<file path="src/sv/lkvc_pkg.sv">
// Shared constants, codes and controller/datapath interface types for the key/value cache.
package lkvc_pkg;

    localparam int ENTRIES = 16;
    localparam int IDX_W   = (ENTRIES > 1) ? $clog2(ENTRIES) : 1;
    localparam int AGE_W   = IDX_W;
    localparam int CNT_W   = $clog2(ENTRIES + 1);
    localparam int KEY_W   = 32;
    localparam int VAL_W   = 32;
    localparam int CAP_W   = 5;
    localparam int CMP_W   = (CAP_W > CNT_W) ? CAP_W : CNT_W;

    localparam logic [CAP_W-1:0] CAP_RESET = 5'd16;

    typedef enum logic {
        CMD_GET = 1'b0,
        CMD_SET = 1'b1
    } cmd_t;

    // controller -> datapath
    typedef struct packed {
        logic load;      // latch the accepted item
        logic exec_set;  // apply the latched set to the table
        logic load_out;  // capture the lookup result into the output register
    } dp_cmd_t;

    // datapath -> controller (and checks)
    typedef struct packed {
        logic               item_is_set;
        logic [CNT_W-1:0]   entry_count;
        logic [ENTRIES-1:0] valid_vec;
    } dp_stat_t;

endpackage

</file>
<file path="src/sv/lkvc_datapath.sv">
// Entry table, parallel key match, recency ranks and output register.
module lkvc_datapath (
    input  logic                   aclk,
    input  logic                   aresetn,
    input  lkvc_pkg::dp_cmd_t      cmd,
    output lkvc_pkg::dp_stat_t     stat,
    input  lkvc_pkg::cmd_t         in_cmd,
    input  logic [31:0]            in_key,
    input  logic [31:0]            in_value,
    input  logic                   cfg_we,
    input  logic [4:0]             cfg_data,
    output logic                   out_hit,
    output logic [31:0]            out_value
);
    import lkvc_pkg::*;

    logic               valid_reg [ENTRIES];
    logic [KEY_W-1:0]   key_reg   [ENTRIES];
    logic [VAL_W-1:0]   data_reg  [ENTRIES];
    logic [AGE_W-1:0]   age_reg   [ENTRIES];
    logic [AGE_W-1:0]   age_next  [ENTRIES];
    logic [CNT_W-1:0]   count_reg;
    logic [CAP_W-1:0]   cap_reg;

    cmd_t               item_cmd_reg;
    logic [KEY_W-1:0]   item_key_reg;
    logic [VAL_W-1:0]   item_val_reg;
    logic               out_hit_reg;
    logic [VAL_W-1:0]   out_value_reg;

    logic [ENTRIES-1:0] match;
    logic [ENTRIES-1:0] valid_vec;
    logic               hit;
    logic [IDX_W-1:0]   hit_idx, free_idx, victim_idx, slot;
    logic [CMP_W-1:0]   eff_cap;
    logic               evict;
    logic [CNT_W-1:0]   thresh;
    logic [CNT_W-1:0]   oldest;

    always_comb begin
        eff_cap = CMP_W'(cap_reg);
        if (cap_reg == '0)
            eff_cap = CMP_W'(1);
        else if (CMP_W'(cap_reg) > CMP_W'(ENTRIES))
            eff_cap = CMP_W'(ENTRIES);
    end

    assign evict  = CMP_W'(count_reg) >= eff_cap;
    assign oldest = count_reg - CNT_W'(1);

    always_comb begin
        hit_idx    = '0;
        free_idx   = '0;
        victim_idx = '0;
        for (int i = ENTRIES - 1; i >= 0; i--) begin
            match[i]     = valid_reg[i] && (key_reg[i] == item_key_reg);
            valid_vec[i] = valid_reg[i];
            if (match[i])
                hit_idx = IDX_W'(i);
            if (!valid_reg[i])
                free_idx = IDX_W'(i);
            // ranks form a permutation of 0..count-1, so the oldest is unique
            if (valid_reg[i] && (CNT_W'(age_reg[i]) == oldest))
                victim_idx = IDX_W'(i);
        end
    end

    assign hit = |match;

    always_comb begin
        if (hit) begin
            slot   = hit_idx;
            thresh = CNT_W'(age_reg[hit_idx]);
        end else if (evict) begin
            slot   = victim_idx;
            thresh = oldest;
        end else begin
            slot   = free_idx;
            thresh = CNT_W'(ENTRIES);   // every other valid entry ages
        end
        for (int i = 0; i < ENTRIES; i++) begin
            age_next[i] = age_reg[i];
            if (IDX_W'(i) == slot)
                age_next[i] = '0;
            else if (valid_reg[i] && (CNT_W'(age_reg[i]) < thresh))
                age_next[i] = age_reg[i] + AGE_W'(1);
        end
    end

    // control state: valid bits, ranks, count, capacity
    always_ff @(posedge aclk) begin
        if (!aresetn) begin
            for (int i = 0; i < ENTRIES; i++) begin
                valid_reg[i] <= 1'b0;
                age_reg[i]   <= '0;
            end
            count_reg <= '0;
            cap_reg   <= CAP_RESET;
        end else begin
            if (cfg_we)
                cap_reg <= cfg_data;
            if (cmd.exec_set) begin
                for (int i = 0; i < ENTRIES; i++)
                    age_reg[i] <= age_next[i];
                if (!hit && !evict) begin
                    valid_reg[free_idx] <= 1'b1;
                    count_reg           <= count_reg + CNT_W'(1);
                end
            end
        end
    end

    // payload storage
    always_ff @(posedge aclk) begin
        if (cmd.load) begin
            item_cmd_reg <= in_cmd;
            item_key_reg <= in_key;
            item_val_reg <= in_value;
        end
        if (cmd.exec_set) begin
            key_reg[slot]  <= item_key_reg;
            data_reg[slot] <= item_val_reg;
        end
        if (cmd.load_out) begin
            out_hit_reg   <= hit;
            out_value_reg <= hit ? data_reg[hit_idx] : '0;
        end
    end

    assign out_hit          = out_hit_reg;
    assign out_value        = out_value_reg;
    assign stat.item_is_set = (item_cmd_reg == CMD_SET);
    assign stat.entry_count = count_reg;
    assign stat.valid_vec   = valid_vec;

endmodule

</file>
<file path="src/sv/lkvc_ctrl.sv">
// Item sequencer: accepts one item, executes it, hands gets to the output register.
module lkvc_ctrl (
    input  logic                aclk,
    input  logic                aresetn,
    input  logic                in_valid,
    output logic                in_ready,
    output logic                out_valid,
    input  logic                out_ready,
    output lkvc_pkg::dp_cmd_t   cmd,
    input  lkvc_pkg::dp_stat_t  stat
);
    import lkvc_pkg::*;

    typedef enum logic {
        ST_IDLE,
        ST_EXEC
    } state_t;

    state_t state_reg, state_next;
    logic   out_valid_reg, out_valid_next;
    logic   out_free;

    assign out_free = !out_valid_reg || out_ready;
    assign in_ready = (state_reg == ST_IDLE);

    always_comb begin
        state_next     = state_reg;
        out_valid_next = out_valid_reg && !out_ready;
        cmd            = '0;
        case (state_reg)
            ST_IDLE: begin
                if (in_valid) begin
                    cmd.load   = 1'b1;
                    state_next = ST_EXEC;
                end
            end
            ST_EXEC: begin
                if (stat.item_is_set) begin
                    cmd.exec_set = 1'b1;
                    state_next   = ST_IDLE;
                end else if (out_free) begin
                    cmd.load_out   = 1'b1;
                    out_valid_next = 1'b1;
                    state_next     = ST_IDLE;
                end
            end
            default: state_next = ST_IDLE;
        endcase
    end

    always_ff @(posedge aclk) begin
        if (!aresetn) begin
            state_reg     <= ST_IDLE;
            out_valid_reg <= 1'b0;
        end else begin
            state_reg     <= state_next;
            out_valid_reg <= out_valid_next;
        end
    end

    assign out_valid = out_valid_reg;

endmodule

</file>
<file path="src/sv/lru_key_value_cache.sv">
// Top level of the fully associative key/value cache with least-recently-set replacement.
//
//  channel   dir   handshake               payload
//  --------  ----  ----------------------  -------------------------------------------
//  s_        in    s_tvalid / s_tready     s_tuser: cmd (0 get, 1 set)
//                                          s_tdata: [31:0] lookup_key, [63:32] write_value
//  m_        out   m_tvalid / m_tready     m_tuser: hit
//                                          m_tdata: [31:0] read_value (zero on miss)
//  cfg_      in    cfg_valid / cfg_ready   cfg_data: [4:0] capacity (0 acts as 1, >16 as 16)
//
// Each item is accepted and latched in idle; in execute all entries compare their keys in
// parallel; a set updates the ranks, key and value, a get loads the output register.
// A get leaves one item on m_ per lookup; a set produces none.
// Reset clears valid bits, ranks and the count at once (no sweep) and sets capacity to 16.
// A get that finds the output register still full waits in execute, holding s_tready low.
// cfg_ready is always high; the user must see that capacity is only written while the cache is idle (not enforced).
module lru_key_value_cache (
    input  logic        aclk,
    input  logic        aresetn,
    input  logic        s_tvalid,
    output logic        s_tready,
    input  logic [63:0] s_tdata,   // lookup_key [31:0], write_value [63:32]
    input  logic        s_tuser,   // cmd
    output logic        m_tvalid,
    input  logic        m_tready,
    output logic [31:0] m_tdata,   // read_value [31:0]
    output logic        m_tuser,   // hit
    input  logic        cfg_valid,
    output logic        cfg_ready,
    input  logic [4:0]  cfg_data
);
    import lkvc_pkg::*;

    dp_cmd_t  cmd;
    dp_stat_t stat;

    assign cfg_ready = 1'b1;

    lkvc_ctrl u_ctrl (
        .aclk      (aclk),
        .aresetn   (aresetn),
        .in_valid  (s_tvalid),
        .in_ready  (s_tready),
        .out_valid (m_tvalid),
        .out_ready (m_tready),
        .cmd       (cmd),
        .stat      (stat)
    );

    lkvc_datapath u_dp (
        .aclk      (aclk),
        .aresetn   (aresetn),
        .cmd       (cmd),
        .stat      (stat),
        .in_cmd    (cmd_t'(s_tuser)),
        .in_key    (s_tdata[31:0]),
        .in_value  (s_tdata[63:32]),
        .cfg_we    (cfg_valid && cfg_ready),
        .cfg_data  (cfg_data),
        .out_hit   (m_tuser),
        .out_value (m_tdata)
    );

    // the block is busy the cycle after it takes an item
    a_busy_after_accept: assert property (@(posedge aclk) disable iff (!aresetn)
        (s_tvalid && s_tready) |=> !s_tready)
        else $error("item accepted while previous item still executing");

    // fill count tracks the valid bits
    a_count_matches_valid: assert property (@(posedge aclk) disable iff (!aresetn)
        $countones(stat.valid_vec) == int'(stat.entry_count))
        else $error("entry count out of step with valid bits");

    // a miss always returns zero data
    a_miss_reads_zero: assert property (@(posedge aclk) disable iff (!aresetn)
        (m_tvalid && !m_tuser) |-> (m_tdata == '0))
        else $error("miss returned nonzero data");

    // a set never produces a result item
    a_set_no_result: assert property (@(posedge aclk) disable iff (!aresetn)
        (!m_tvalid && cmd.exec_set) |=> !m_tvalid)
        else $error("set produced a result item");

endmodule
</file>
<file path="config.mk">
export PLATFORM = sky130hd
export DESIGN_NAME = lru_key_value_cache
export DESIGN_NICKNAME = d
export VERILOG_FILES = /design/src/sv/lkvc_pkg.sv /design/src/sv/lkvc_datapath.sv /design/src/sv/lkvc_ctrl.sv /design/src/sv/lru_key_value_cache.sv
export SDC_FILE = /design/constraint.sdc
export NUM_CORES = 2
export LEC_CHECK = 0
export ABC_CLOCK_PERIOD_IN_PS = 12300
export BUFFER_PORTS_ARGS = -buffer_cell sky130_fd_sc_hd__clkbuf_2
export CAP_MARGIN = 10
export CORE_MARGIN = 4
export CORE_UTILIZATION = 40
export CTS_BUF_LIST = sky130_fd_sc_hd__clkbuf_8
export DETAILED_ROUTE_END_ITERATION = 7
export SKIP_LAST_GASP = 1
export SYNTH_ARGS = -nofsm -noshare
export SYNTH_HDL_FRONTEND = slang
export SYNTH_HIERARCHICAL = 1
export SYNTH_SLANG_ARGS = --single-unit
</file>
<file path="constraint.sdc">
create_clock -name aclk -period 12.3 [get_ports aclk]
set_input_delay 1.845 -clock aclk [delete_from_list [all_inputs] [get_ports aclk]]
set_output_delay 1.845 -clock aclk [all_outputs]
set_load 0.05 [all_outputs]
</file>
; ---- Yosys cells after proc, flatten, opt, wreduce, memory -nomap -nowiden
; Memory sizes are Yosys's and may differ from the RTL's. A register that Yosys moved wholly into a read port is not among the register bits.
; Index checks and enable logic that the tools add are counted.
[totals]
memories = 4
word_cells = 299
register_bits = 78
input_bits = 75
out_inout_bits = 36
ramBits = 1104
[mem_list]
columns = memory, depth, width, read_ports, rd_ports_with_merged_regs, write_ports, line
row1 = u_dp.data_reg, 16, 32, 1, 1, 1, lkvc_datapath.sv:19  ; logic [VAL_W-1:0] data_reg [ENTRIES];
row2 = u_dp.key_reg, 16, 32, 16, 0, 1, lkvc_datapath.sv:18  ; logic [KEY_W-1:0] key_reg [ENTRIES];
row3 = u_dp.age_reg, 16, 4, 17, 0, 16, lkvc_datapath.sv:20  ; logic [AGE_W-1:0] age_reg [ENTRIES];
row4 = u_dp.valid_reg, 16, 1, 16, 0, 16, lkvc_datapath.sv:17  ; logic valid_reg [ENTRIES];
[classes]
reduce_logical = 61
n_addsub = 18
n_mux = 126
n_bitwise = 17
order_cmp = 18
eq_ne = 47
[op_table]
columns = op, n
row1 = $eq A32 B32 Y1, 16
row2 = $mux W4, 99
row3 = $eq A4 B5 Y1, 16
row4 = $lt A4 B5 Y1, 16
row5 = $add A4 B1 Y4 const B, 16
row6 = $logic_and A1 B1 Y1, 50
row7 = $eq A4 B4 Y1 const A, 8
row8 = $mux W1, 21
row9 = $mux W5, 4
row10 = $eq A3 B4 Y1 const A, 4
row11 = $or A1 B1 Y1, 16
row12 = $reduce_or A16 Y1, 1
row13 = $eq A2 B4 Y1 const A, 2
row14 = $add A5 B1 Y5 const B, 1
row15 = $ge A5 B5 Y1, 1
row16 = $gt A5 B5 Y1 const B, 1
row17 = $logic_not A1 Y1, 5
row18 = $logic_not A5 Y1, 1
row19 = $sub A5 B1 Y5 const B, 1
row20 = $eq A1 B4 Y1 const A, 1
row21 = $logic_not A4 Y1, 1
row22 = $mux W2, 1
row23 = $pmux W1 S2, 1
row24 = $reduce_and A2 Y1, 1
row25 = 3 further kinds, 3

; ---- Longest topological paths before layout
; An unclocked memory read counts as a cell.
[depth]
depth_word = 26
depth_mapped = 24
ltp_nobuf = 19

; ---- Cells and area by module
; The synthesis kept the hierarchy.
[modules_own_cells]
columns = mod, cells_each, seq_area_each_um2, n_inst, area_each_um2
row1 = lkvc_datapath, 3742, 36134.7, 1, 54005.5
row2 = lkvc_ctrl, 11, 40.0, 1, 103.8
row3 = lru_key_value_cache, 2, 0.0, 1, 11.3

; ---- Least setup slack after synthesis
; No wires, ideal clock.
[synth_path]
kind = register -> register
startpoint = reg u_dp.count_reg[0]
endpoint = mem u_dp.data_reg[13][0], enable pin
period_less_slack_ns = 8.930
stages_incl_launch_ff = 17
path_slack_ns = 3.370
n_path_buf = 3
arrival_ns = 8.351
t_required_ns = 11.722
cell_sequence = dfxtp_1 -> buf_2 -> buf_1 -> inv_1 -> ha_1 -> xnor2_2 -> buf_2 -> xor2_1 -> nand4_1 -> o211ai_1 -> a31oi_1 -> nor3b_1 -> o31ai_1 -> a211oi_1 -> a21oi_1 -> o31a_1 -> nor3b_1
[synth_via]
elab_chain_len = 21
word_cells_on_any_way = 52
[synth_rtl]
columns = item, line
row1 = from (decl), lkvc_datapath.sv:22  ; logic [CNT_W-1:0] count_reg;
row2 = from (signal assigned), lkvc_datapath.sv:107  ; count_reg <= count_reg + CNT_W'(1);
row3 = $sub A5 B1 Y5 (*), lkvc_datapath.sv:49  ; assign oldest = count_reg - CNT_W'(1);
row4 = via u_dp.oldest[0], lkvc_datapath.sv:38  ; logic [CNT_W-1:0] oldest;
row5 = $eq A4 B5 Y1, lkvc_datapath.sv:63  ; if (valid_reg[i] && (CNT_W'(age_reg[i]) == oldest))
row6 = $logic_and A1 B1 Y1, lkvc_datapath.sv:63
row7 = $mux W4 (15 in a row), lkvc_datapath.sv:63
row8 = $mux W4 (*), lkvc_datapath.sv:63
row9 = $mux W4 (*), lkvc_datapath.sv:74  ; end else if (evict) begin
row10 = $mux W4 (*), lkvc_datapath.sv:71  ; if (hit) begin
row11 = to (decl), lkvc_datapath.sv:19
; Mark *: on every way through the listed nets, which the timed path passes. The rest lies on a longest branch.

==> impl_metrics.py <==
metrics = {
    "floorplanning": {
        "initial_utilization": 0.404,
        "rows": 134,
        "dieArea_um2": 141000,
        "die_y_um": 375,
        "die_w_um": 375,
        "core_region_area_um2": 134000,
        "num_io_pins": 111,
    },
    "timing": {
        "fin_skew_ns": 0.0666,
        "period_share": 0.582,
        "worst_pin_slew_ns": 1.28,
        "drv_slew": 0,
        "relSlewSlack": 0.147,
        "setup_violations": 0,
        "fin_tns_setup_ns": 0,
        "fmaxAchievable_ghz": 0.140,
        "hold_viol": 0,
        "rsz0062_at_grt": "false",
        "hold_ws_ns": 0.511,
        "post-route-min-period_ns": 7.16,
    },
    "worst_setup_path": {
        "endpoint": "u_dp/age_reg[4][2]$_SDFFCE_PN0P_",
        "crit_buf_inv": 2,
        "crit_family": "compound AO/OA/AOI/OAI gates",
        "end_kind": "flop",
        "crit_path_cell_trace": "buf_4 -> buf_4 -> xor2_1 -> nor4_1 -> nand4_1 -> nor4_1 -> a211oi_1 -> o221ai_1 -> a31o_4 -> mux2_2 -> o21ai_0 -> o22ai_1 -> nor2_1 -> o21a_1 -> ha_1 -> and2_1 -> a311o_1 -> maj3_2 -> a31oi_1",
        "worstSetupPathDepth": 19,
        "max_stage_delay_ns": 0.98,
        "path_class": "flop to flop",
        "crit_required_ns": 12.88,
        "rr_worst_depth": 19,
        "start_kind": "flop",
        "slowest_stage": "nor4_1",
        "r2r_end": "u_dp/age_reg[4][2]$_SDFFCE_PN0P_",
        "critPathMaxFanout": 20,
        "critPathArrivalTime_ns": 7.74,
        "reg2reg_slack_ns": 5.14,
        "startpoint": "u_dp/item_key_reg[25]$_DFFE_PP_",
        "r2r_start": "u_dp/item_key_reg[25]$_DFFE_PP_",
    },
    "clock_tree": {
        "clkTransAtPathRegs_ns": 0.06,
        "cts_made_buffers": 197,
        "post_cts_buffers": 0,
        "cts_num_sinks": 1214,
        "tritoncts": "yes",
        "cts_buffer_depth": 3,
        "post_cts_resized": 0,
        "cts_root_buf": "clkbuf_8",
        "clk_latency_ns": 0.97,
        "htree_num_levels": 4,
        "holdBufCountCts": 0,
    },
    "route": {
        "drtAntennaViolNets": 0,
        "drt_pass1_iterations": 6,
        "wl_per_cell_um": 25.7,
        "drt-vias-per-instance": 5.63,
        "drc": 0,
        "drt_iter0_markers": 3385,
        "num_vias": 33000,
        "routed_wl_mm": 151,
    },
    "placement": {
        "port_buffers": 109,
        "hpwl_mm": 86.9,
        "gp_congestion": 0.904,
    },
    "flow_run": {
        "cap_violations": 0,
    },
    "finish": {
        "num-fill-cells": 11900,
        "area_delta_synth_final_pct": 11.5,
        "drive_above_1_share": 0.124,
        "final_cell_mix": "edfxtp_1, xor2_1, clkbuf_8, a211oi_1, nand2_1",
        "layout.cells.most_common": "edfxtp_1",
        "final_core_utilization": 0.450,
        "nets": 4075,
    },
    "global_routing": {
        "grt_overflow_total": 0,
        "grt_pass1_vias": 32200,
        "grt_max_degree": 135,
        "grt_pass1_wl_mm": 218,
        "grt_util_all_layers": 0.209,
        "grt_antenna_before_repair": 3,
    },
    "logic_synthesis": {
        "yosys_warnings": 6,
        "syn-mean-instance-area_um2": 14.4,
        "synthCells": 3739,
        "syn-num-nets": 3869,
        "syn-cell-area_um2": 54000,
    },
    "run_status": {
        "outcome": "finished, final reports clean",
    },
    "power": {
        "max-vdd-ir-drop_mv": 0.127,
        "p_per_area_nw_per_um2": 139,
        "leakagePower_nw": 19.6,
    },
    "min_path": {
        "hp-class": "flop to flop",
    },
}
[cell type report]
cell class	instances	area (um^2)	share of cell area
diodes	3	7.51	0.000125
clock buffers	200	2750	0.0457
clock inverters	143	860	0.0143
inverters	48	180	0.00299
multi-input cells	2284	16800	0.279
flip-flops and latches	1214	36200	0.601
well taps	1768	2210	0.0367
repair buffers	200	1240	0.0206
[metrics by stage]
stage	instance area [um^2]	power [mW]	setup slack, ns	std cells
floorplan	54000	5.00	3.37	3739
global placement	56600	5.16	5.19	5514
detailed placement	56600	5.16	5.10	5514
CTS	60200	8.44	5.06	5857
global route	60200	8.67	4.82	5859
finish	60200	8.36	5.14	5860
[worst min path at each step]
stage	from	end	slack [ns]	cells past startpoint
6_report	u_dp/cap_reg[0]$_SDFFE_PN0P_	u_dp/cap_reg[0]$_SDFFE_PN0P_	0.51	2
5_1_grt	u_dp/cap_reg[0]$_SDFFE_PN0P_	u_dp/cap_reg[0]$_SDFFE_PN0P_	0.55	2
4_1_cts	u_dp/cap_reg[0]$_SDFFE_PN0P_	u_dp/cap_reg[0]$_SDFFE_PN0P_	0.52	2
3_5_place_dp	u_dp/cap_reg[0]$_SDFFE_PN0P_	u_dp/cap_reg[0]$_SDFFE_PN0P_	0.51	2
3_3_place_gp	u_dp/cap_reg[0]$_SDFFE_PN0P_	u_dp/cap_reg[0]$_SDFFE_PN0P_	0.49	2
2_1_floorplan	u_dp/cap_reg[0]$_SDFFE_PN0P_	u_dp/cap_reg[0]$_SDFFE_PN0P_	0.46	2
[worst reg2reg max path, delay by kind of cell (launching register included)]
kind | cells | cell delay (ns)
buffers and inverters | 2 | 0.64
adders and majority gates | 2 | 0.71
AOI/OAI and AO/OA | 8 | 2.90
muxes | 1 | 0.39
and+or+nand+nor | 5 | 1.67
xor gates and xnor gates | 1 | 0.16
DFF | 1 | 0.32
[power by group]
group          total, mW  switching (mW)  internal (mW)
combinational      0.436           0.297          0.138
sequential          4.65          0.0580           4.59
clock               3.28            1.66           1.62
[per-layer routing]
layer / track usage / wire [um] / vias up
met5: 0 / 13 / -
met1: 0.300 / 67200 / 16500
li1: - / - / 14800
met3: 0.0396 / 11400 / 270
met4: 0.0679 / 4260 / 2
met2: 0.321 / 67700 / 1405
(Power assumes the default switching activity.)
